### config.mk
export PLATFORM = sky130hd
export DESIGN_NAME = fifo_page_replacement_unit_flat
export DESIGN_NICKNAME = d
export VERILOG_FILES = /design/src/hw/rtl/fpr_pkg.sv /design/src/hw/rtl/fpr_page_if.sv /design/src/hw/rtl/fpr_result_if.sv /design/src/hw/rtl/fpr_cfg_if.sv /design/src/hw/rtl/fpr_ctrl.sv /design/src/hw/rtl/fpr_datapath.sv /design/src/hw/rtl/fifo_page_replacement_unit.sv /design/src/flat_wrapper.sv
export SDC_FILE = /design/constraint.sdc
export NUM_CORES = 1
export LEC_CHECK = 0
export ABC_AREA = 1
export BUFFER_PORTS_ARGS = -buffer_cell sky130_fd_sc_hd__buf_2
export CORE_ASPECT_RATIO = 1.2
export CORE_MARGIN = 2
export CORE_UTILIZATION = 24
export DETAILED_ROUTE_END_ITERATION = 12
export GPL_TIMING_DRIVEN = 1
export PLACE_DENSITY = 0.5
export SETUP_SLACK_MARGIN = 0.3
export SYNTH_ARGS = -nofsm -noshare
export SYNTH_HDL_FRONTEND = slang
export SYNTH_SLANG_ARGS = --single-unit
export TNS_END_PERCENT = 50
### constraint.sdc
create_clock -name clk_i -period 3.25 [get_ports clk_i]
set_input_delay 0.325 -clock clk_i [delete_from_list [all_inputs] [get_ports clk_i]]
set_output_delay 0.325 -clock clk_i [all_outputs]
set_load 0.01 [all_outputs]
### src/hw/rtl/fpr_pkg.sv
// ----------------------------------------------------------------------------
// fpr_pkg
// Types and fixed widths of the FIFO page replacement unit.
// ----------------------------------------------------------------------------
`default_nettype none

package fpr_pkg;

  localparam int unsigned PAGE_BITS = 16;
  localparam int unsigned SLOT_OUT_W = 4;
  localparam int unsigned COUNT_W = 32;
  localparam int unsigned CFG_W = 5;
  localparam logic [CFG_W-1:0] CFG_RESET = 5'd16;

  typedef logic [PAGE_BITS-1:0] page_t;
  typedef logic [COUNT_W-1:0] count_t;

  // Commands from the controller to the datapath.
  typedef struct packed {
    logic capture;
    logic commit;
  } cmd_t;

endpackage

`default_nettype wire

### src/hw/rtl/fpr_page_if.sv
// ----------------------------------------------------------------------------
// fpr_page_if
// Valid/ready channel that carries one page reference per beat.
// ----------------------------------------------------------------------------
`default_nettype none

interface fpr_page_if;
  logic valid;
  logic ready;
  logic [fpr_pkg::PAGE_BITS-1:0] page_number;

  modport source (output valid, output page_number, input ready);
  modport sink (input valid, input page_number, output ready);
endinterface

`default_nettype wire

### src/hw/rtl/fpr_result_if.sv
// ----------------------------------------------------------------------------
// fpr_result_if
// Valid/ready channel that carries one lookup result per beat.
// ----------------------------------------------------------------------------
`default_nettype none

interface fpr_result_if;
  logic valid;
  logic ready;
  logic page_hit;
  logic [fpr_pkg::SLOT_OUT_W-1:0] slot_written;
  logic [fpr_pkg::COUNT_W-1:0] fault_total;
  logic [fpr_pkg::COUNT_W-1:0] hit_total;

  modport source (output valid, output page_hit, output slot_written,
                  output fault_total, output hit_total, input ready);
  modport sink (input valid, input page_hit, input slot_written,
                input fault_total, input hit_total, output ready);
endinterface

`default_nettype wire

### src/hw/rtl/fpr_cfg_if.sv
// ----------------------------------------------------------------------------
// fpr_cfg_if
// Valid/ready write channel for the frame count register.
// ----------------------------------------------------------------------------
`default_nettype none

interface fpr_cfg_if;
  logic valid;
  logic ready;
  logic [fpr_pkg::CFG_W-1:0] frames_in_use;

  modport source (output valid, output frames_in_use, input ready);
  modport sink (input valid, input frames_in_use, output ready);
endinterface

`default_nettype wire

### src/hw/rtl/fpr_ctrl.sv
// ----------------------------------------------------------------------------
// fpr_ctrl
// Controller: takes a reference into the datapath, then commits the lookup
// when the output register is free.
// ----------------------------------------------------------------------------
`default_nettype none

module fpr_ctrl (
  input  wire logic          clk_i,
  input  wire logic          rst_ni,
  input  wire logic          in_valid_i,
  output logic               in_ready_o,
  output logic               out_valid_o,
  input  wire logic          out_ready_i,
  output fpr_pkg::cmd_t      cmd_o
);
  import fpr_pkg::*;

  localparam logic S_IDLE   = 1'b0;
  localparam logic S_LOOKUP = 1'b1;

  logic state_q, state_d;
  logic out_valid_q, out_valid_d;
  logic commit;

  assign in_ready_o  = (state_q == S_IDLE);
  assign out_valid_o = out_valid_q;

  // The output register may be refilled in the cycle its beat is taken.
  assign commit = (state_q == S_LOOKUP) && (!out_valid_q || out_ready_i);

  assign cmd_o.capture = in_valid_i && in_ready_o;
  assign cmd_o.commit  = commit;

  always_comb begin
    state_d = state_q;
    unique case (state_q)
      S_IDLE: begin
        if (in_valid_i) begin
          state_d = S_LOOKUP;
        end
      end
      S_LOOKUP: begin
        if (commit) begin
          state_d = S_IDLE;
        end
      end
      default: state_d = S_IDLE;
    endcase
  end

  always_comb begin
    out_valid_d = out_valid_q;
    if (commit) begin
      out_valid_d = 1'b1;
    end else if (out_ready_i) begin
      out_valid_d = 1'b0;
    end
  end

  always_ff @(posedge clk_i or negedge rst_ni) begin
    if (!rst_ni) begin
      state_q     <= S_IDLE;
      out_valid_q <= 1'b0;
    end else begin
      state_q     <= state_d;
      out_valid_q <= out_valid_d;
    end
  end

endmodule

`default_nettype wire

### src/hw/rtl/fpr_datapath.sv
// ----------------------------------------------------------------------------
// fpr_datapath
// Frame store, parallel lookup, round-robin pointer and saturating counters.
// ----------------------------------------------------------------------------
`default_nettype none

module fpr_datapath #(
  parameter int unsigned MAX_FRAMES = 16
) (
  input  wire logic                          clk_i,
  input  wire logic                          rst_ni,
  input  wire fpr_pkg::cmd_t                 cmd_i,
  input  wire logic [fpr_pkg::PAGE_BITS-1:0] page_i,
  input  wire logic                          cfg_we_i,
  input  wire logic [fpr_pkg::CFG_W-1:0]     cfg_data_i,
  output logic                               page_hit_o,
  output logic [fpr_pkg::SLOT_OUT_W-1:0]     slot_written_o,
  output logic [fpr_pkg::COUNT_W-1:0]        fault_total_o,
  output logic [fpr_pkg::COUNT_W-1:0]        hit_total_o
);
  import fpr_pkg::*;

  localparam int unsigned SLOT_W = (MAX_FRAMES > 1) ? $clog2(MAX_FRAMES) : 1;
  localparam int unsigned NCLOG  = $clog2(MAX_FRAMES + 1);
  localparam int unsigned CNT_W  = (NCLOG > CFG_W) ? NCLOG : CFG_W;

  page_t              pages_q [MAX_FRAMES];
  logic [MAX_FRAMES-1:0] valid_q;
  page_t              page_q;
  logic [CFG_W-1:0]   cfg_q;
  logic [SLOT_W-1:0]  next_slot_q, next_slot_d;
  count_t             fault_q, hit_q;
  logic               res_hit_q;
  logic [SLOT_OUT_W-1:0] res_slot_q;

  logic [CNT_W-1:0]   n_act;
  logic               hit;
  logic [SLOT_W-1:0]  slot_sel;
  logic [CNT_W-1:0]   slot_plus;

  // A count of zero means one frame; counts above the store saturate.
  always_comb begin
    n_act = CNT_W'(cfg_q);
    if (cfg_q == '0) begin
      n_act = CNT_W'(1);
    end
    if (n_act > CNT_W'(MAX_FRAMES)) begin
      n_act = CNT_W'(MAX_FRAMES);
    end
  end

  always_comb begin
    hit = 1'b0;
    for (int unsigned i = 0; i < MAX_FRAMES; i++) begin
      if ((CNT_W'(i) < n_act) && valid_q[i] && (pages_q[i] == page_q)) begin
        hit = 1'b1;
      end
    end
  end

  // A pointer left beyond a reduced frame count restarts at frame zero.
  assign slot_sel  = (CNT_W'(next_slot_q) < n_act) ? next_slot_q : '0;
  assign slot_plus = CNT_W'(slot_sel) + CNT_W'(1);
  assign next_slot_d = (slot_plus >= n_act) ? '0 : slot_plus[SLOT_W-1:0];

  always_ff @(posedge clk_i or negedge rst_ni) begin
    if (!rst_ni) begin
      valid_q     <= '0;
      next_slot_q <= '0;
      fault_q     <= '0;
      hit_q       <= '0;
      cfg_q       <= CFG_RESET;
    end else begin
      if (cfg_we_i) begin
        cfg_q <= cfg_data_i;
      end
      if (cmd_i.commit) begin
        if (hit) begin
          if (hit_q != '1) begin
            hit_q <= hit_q + COUNT_W'(1);
          end
        end else begin
          if (fault_q != '1) begin
            fault_q <= fault_q + COUNT_W'(1);
          end
          valid_q[slot_sel] <= 1'b1;
          next_slot_q       <= next_slot_d;
        end
      end
    end
  end

  always_ff @(posedge clk_i) begin
    if (cmd_i.capture) begin
      page_q <= page_i;
    end
    if (cmd_i.commit) begin
      res_hit_q <= hit;
      if (hit) begin
        res_slot_q <= '0;
      end else begin
        res_slot_q        <= SLOT_OUT_W'(slot_sel);
        pages_q[slot_sel] <= page_q;
      end
    end
  end

  // Counters change only on a commit, which waits for the output register,
  // so they show the totals of the held result.
  assign page_hit_o     = res_hit_q;
  assign slot_written_o = res_slot_q;
  assign fault_total_o  = fault_q;
  assign hit_total_o    = hit_q;

endmodule

`default_nettype wire

### src/hw/rtl/fifo_page_replacement_unit.sv
// A FIFO page replacement unit: each beat on page_i is one page reference.
// It is compared at once against all valid frames below the configured frame
// count; a hit counts a hit, a miss counts a fault and loads the page into the
// next frame in round-robin order. One result beat leaves per reference. An
// item is registered while idle, then looked up and the frame store updated
// in the lookup state; no new reference is taken until it commits, and a
// commit waits while result_o holds an untaken beat. The user must write
// the frame count register via cfg_i (always ready) only while the unit is
// idle (not enforced). No clearing pass: frame valid bits clear at reset.
`default_nettype none

module fifo_page_replacement_unit #(
  parameter int unsigned MAX_FRAMES = 16
) (
  input  wire logic      clk_i,
  input  wire logic      rst_ni,
  fpr_page_if.sink       page_i,
  fpr_cfg_if.sink        cfg_i,
  fpr_result_if.source   result_o
);
  import fpr_pkg::*;

  cmd_t cmd;

  assign cfg_i.ready = 1'b1;

  fpr_ctrl u_ctrl (
    .clk_i       (clk_i),
    .rst_ni      (rst_ni),
    .in_valid_i  (page_i.valid),
    .in_ready_o  (page_i.ready),
    .out_valid_o (result_o.valid),
    .out_ready_i (result_o.ready),
    .cmd_o       (cmd)
  );

  fpr_datapath #(
    .MAX_FRAMES (MAX_FRAMES)
  ) u_datapath (
    .clk_i          (clk_i),
    .rst_ni         (rst_ni),
    .cmd_i          (cmd),
    .page_i         (page_i.page_number),
    .cfg_we_i       (cfg_i.valid),
    .cfg_data_i     (cfg_i.frames_in_use),
    .page_hit_o     (result_o.page_hit),
    .slot_written_o (result_o.slot_written),
    .fault_total_o  (result_o.fault_total),
    .hit_total_o    (result_o.hit_total)
  );

endmodule

`default_nettype wire

### src/flat_wrapper.sv
// flat-port wrapper written by rule: the top's interface ports become plain ports
module fifo_page_replacement_unit_flat import fpr_pkg::*;
#(
  parameter int unsigned MAX_FRAMES = 16
)
  (clk_i, rst_ni, page_i_valid, page_i_page_number, page_i_ready, cfg_i_valid, cfg_i_frames_in_use, cfg_i_ready, result_o_valid, result_o_page_hit, result_o_slot_written, result_o_fault_total, result_o_hit_total, result_o_ready);
  fpr_page_if page_i_i ();
  fpr_cfg_if cfg_i_i ();
  fpr_result_if result_o_i ();
  input  wire logic clk_i;
  input  wire logic rst_ni;
  input wire logic [$bits(page_i_i.valid)-1:0] page_i_valid;
  input wire logic [$bits(page_i_i.page_number)-1:0] page_i_page_number;
  output wire logic [$bits(page_i_i.ready)-1:0] page_i_ready;
  input wire logic [$bits(cfg_i_i.valid)-1:0] cfg_i_valid;
  input wire logic [$bits(cfg_i_i.frames_in_use)-1:0] cfg_i_frames_in_use;
  output wire logic [$bits(cfg_i_i.ready)-1:0] cfg_i_ready;
  output wire logic [$bits(result_o_i.valid)-1:0] result_o_valid;
  output wire logic [$bits(result_o_i.page_hit)-1:0] result_o_page_hit;
  output wire logic [$bits(result_o_i.slot_written)-1:0] result_o_slot_written;
  output wire logic [$bits(result_o_i.fault_total)-1:0] result_o_fault_total;
  output wire logic [$bits(result_o_i.hit_total)-1:0] result_o_hit_total;
  input wire logic [$bits(result_o_i.ready)-1:0] result_o_ready;
  assign page_i_i.valid = page_i_valid;
  assign page_i_i.page_number = page_i_page_number;
  assign page_i_ready = page_i_i.ready;
  assign cfg_i_i.valid = cfg_i_valid;
  assign cfg_i_i.frames_in_use = cfg_i_frames_in_use;
  assign cfg_i_ready = cfg_i_i.ready;
  assign result_o_valid = result_o_i.valid;
  assign result_o_page_hit = result_o_i.page_hit;
  assign result_o_slot_written = result_o_i.slot_written;
  assign result_o_fault_total = result_o_i.fault_total;
  assign result_o_hit_total = result_o_i.hit_total;
  assign result_o_i.ready = result_o_ready;
  fifo_page_replacement_unit #(.MAX_FRAMES(MAX_FRAMES)) u_core (.clk_i(clk_i), .rst_ni(rst_ni), .page_i(page_i_i), .cfg_i(cfg_i_i), .result_o(result_o_i));
endmodule
==> impl_metrics.csv <==
group,metric,value,unit
global_routing,grt_max_degree,48,
finish,syn_to_final_growth,24.9,%
floorplanning,rows,115,
timing,fmax,0.331,GHz
floorplanning,die_height,319,microns
cts,cts_tree,"yes",
cts,clk-insertion-delay-late,0.59,ns
job,cap_violations,0,
pwr,leakagePower,11.2,nW
route,routed_wl,67.2,mm
setup_path,path_class,"register to register",
cts,clk_path_buf_depth,3,
cts,clkTransAtPathRegs,0.06,ns
setup_path,cp_num_buf_inv,6,
synth,synth_edf_count,277,
setup_path,cp_common_cell,"inv_1",
setup_path,crit_arrival,3.52,ns
global_routing,grt_pass1_vias,16033,
finish,finalNetCount,2663,
synth,synth_top_area_share,41.9,%
synth,synth_ff_type,"edfxtp_1",
pwr,p_total,0.0147,W
route,routed_via_density,4.39,
synth,syn_area_per_cell,8.40,sq um
cts,clock_sinks,368,
synth,syn_inst,2364,
route,wl_per_cell,18.1,microns
floorplanning,coreArea,82000,sq um
synth,synth-seq-cells,368,
cts,numCtsBuffers,42,
setup_path,cp_slowest_stage_delay,0.61,ns
placed_design,placed_cell_area,22500,sq um
timing,rsz0062_at_grt,"true",
finish,design_area,24800,sq um
setup_path,r2r_slack,0.23,ns
timing,layout_min_cycle_time,3.02,ns
cts,cts_root_buffer,"clkbuf_16",
floorplanning,io_pins,98,
global_routing,grt_usage,15.5,%
timing,tns,0,ns
setup_path,worstPathRequired,3.75,ns
route,ant_nets,0,
route,vias,16301,
route,firstDrtPassIters,6,
timing,max_slew_margin,51.9,%
min_path,hp-class,"primary input to register",
timing,skew,0.0195,ns
route,drt_iter0_drc,877,
floorplanning,dieWidth,267,microns
global_routing,overflow,0,
finish,stdcell_count,3709,
setup_path,crit_chain,"clkinv_8 > nand2_8 > ha_4 > inv_4 > nor2_1 > nand4_1 > o311ai_4 > nor2_2 > ha_2 > inv_2 > xor2_2 > inv_1 > ha_1 > inv_1 > o21bai_1 > a21o_1 > a21oi_1 > nand2_1 > inv_1 > nand2_1 > o21ai_0",
pwr,ir_worst_vdd,0.457,mV
route,drc,0,
synth,synthArstFlopShare,24.7,%
timing,worst_slew_pin_slew,0.716,ns
synth,synth_cell_types,52,
synth,syn_nets,2404,
finish,drive_above_1_share,15.6,%
setup_path,critical-path-slowest-cell,"dfstp_2",
timing,post-route-period-util,93.0,%
timing,hold_viol,0,
timing,slew_violations,0,
synth,yosys.area.top_type,"edfxtp_1",
placed_design,hpwl,46.5,mm
cts,htree_levels,2,
floorplanning,die_area,85100,sq um
floorplanning,initial_core_util,24.2,%
setup_path,critical_path.max_fanout,5,
global_routing,antenna_found_initial,1,
setup_path,end_kind,"register",
synth,synthesis.area,19900,sq um
synth,synthTopCellsByArea,"edfxtp_1 42%, nand2_1 15%, dfrtp_1 11%",
setup_path,startpoint_type,"register",
placed_design,portBuffers,96,
finish,layout_common_cells,"776 x nand2_1, 306 x inv_1, 277 x edfxtp_1",
setup_path,cp_top_family,"adder cells",
placed_design,placedCellCount,3570,
placed_design,place_congestion,0.875,
run_status,run_status,"complete, no violations",
finish,utilization,30.3,%
global_routing,grt_pass1_wl,99.3,mm
pwr,p_per_area,591,nW/um^2
timing,setup_viol,0,
synth,ys_warn_count,0,
finish,final_common_cell,"nand2_1",
synth,synth-seq-area-share,53.4,%
-- stage by stage --
stage	hold slack, ns	setup slack (ns)
6_report	0.0419	0.229
5_1_grt	0.0427	0.0480
4_1_cts	0.0184	0.247
3_5_place_dp	0.286	0.0373
3_3_place_gp	0.281	0.101
2_1_floorplan	0.0294	0.136
-- registers in the layout, summed over array words and instances (netlist names), 4 cells and up --
name and cells:
u_core.u_datapath.page_q 16, u_core.u_datapath.next_slot_q 4, u_core.u_datapath.slot_written_o 4, u_core.u_datapath.hit_total_o 32, u_core.u_datapath.cfg_q 5, u_core.u_datapath.fault_total_o 32, u_core.u_datapath.pages_q 256, u_core.u_datapath.valid_q 16
-- report_power, final --
| group | total [W] | switching [W] | internal (W) |
|---|---|---|---|
| clock | 0.00465 | 0.00205 | 0.00260 |
| combinational | 0.00413 | 0.00264 | 0.00149 |
| sequential | 0.00588 | 0.000268 | 0.00561 |
| total | 0.0147 | 0.00496 | 0.00969 |
-- routing by layer --
| metal | track usage, % | wire (microns) | vias to the layer above |
|---|---|---|---|
| met2 | 28.4 | 34400 | 423 |
| met3 | 2.09 | 2920 | 105 |
| li1 | - | - | 8116 |
| met4 | 4.94 | 2200 | 0 |
| met5 | 0 | 0 | - |
| met1 | 18.5 | 27700 | 7657 |
-- cell families (layout without fill, tap and decap cells) --
family	after synthesis	in the layout	synth area share, %
AO/OA/AOI/OAI	97	97	2.70
XOR/XNOR	107	107	4.72
adder cells (fa/ha/maj)	14	14	0.882
buffers and inverters	382	673	8.14
flip-flops	368	368	53.4
multiplexers	1	1	0.0567
other	1	2	0.0189
AND/OR/NAND/NOR	1394	1394	30.1
-- synth_stat cells (2+ instances only) --
cell and number:
o22ai_1 4, nor2_4 6, buf_4 24, xor2_1 52, or2_1 9, inv_2 14, o2111ai_1 4, nand3b_1 16
clkbuf_1 2, and3_1 4, inv_4 2, nor3_1 44, buf_2 21, edfxtp_1 277, nor3_4 2, nand2_1 785
nor4_1 9, xnor2_1 55, dfrtp_1 90, nor3b_1 11, nor2_2 14, or2_2 11, o21ai_1 8, buf_6 8
nand3_2 3, a21oi_1 18, inv_1 310, nand4_1 75, nand2_2 4, nand3_1 106, o21ai_0 54, nor2_1 288
ha_1 14, o21bai_1 2
-- cell type report --
type / count / area [sq um]
fill: 8694 / 57200
sequential: 368 / 10600
multi-input combinational: 1614 / 7870
timing repair buffer: 270 / 2410
tap: 1053 / 1320
inverter: 327 / 1280
clock buffer: 58 / 1190
clock inverter: 18 / 143
antenna: 1 / 2.50
-- worst register-to-register path, cell delays in order, from the launching register on --
cell	delay [ns]
dfstp_2	0.61
clkinv_8	0.09
nand2_8	0.07
ha_4	0.20
inv_4	0.06
nor2_1	0.04
nand4_1	0.12
o311ai_4	0.14
nor2_2	0.19
ha_2	0.22
inv_2	0.05
xor2_2	0.16
inv_1	0.06
ha_1	0.26
inv_1	0.05
o21bai_1	0.07
a21o_1	0.15
a21oi_1	0.12
nand2_1	0.10
inv_1	0.08
nand2_1	0.04
o21ai_0	0.06
-- path summary, 6_finish.rpt --
path                                                               start                                             to  cells past startpoint
min reg2reg                u_core.u_datapath.hit_total_o[22]$_DFFE_PN0P_  u_core.u_datapath.hit_total_o[22]$_DFFE_PN0P_                      1
max reg2reg                       u_core.u_datapath.cfg_q[4]$_DFFE_PN1P_   u_core.u_datapath.next_slot_q[3]$_DFFE_PN0P_                     21
min                                                          cfg_i_valid         u_core.u_datapath.cfg_q[3]$_DFFE_PN0P_                      2
max in group asynchronous                                         rst_ni       u_core.u_datapath.valid_q[9]$_DFFE_PN0P_                      3
min in group asynchronous                                         rst_ni  u_core.u_datapath.hit_total_o[16]$_DFFE_PN0P_                      2
max                               u_core.u_datapath.cfg_q[4]$_DFFE_PN1P_   u_core.u_datapath.next_slot_q[3]$_DFFE_PN0P_                     21
-- what timing repair did --
item / in CTS / in global routing
buffers inserted: 10 / 20
hold buffers: 25 / 0
endpoints found under the hold margin: 48 / 0
endpoints found under the setup margin: 310 / 315
cloned: 2 / 5
pin swaps: 5 / 3
resized for setup: 33 / 39
(Power assumes the default switching activity.)
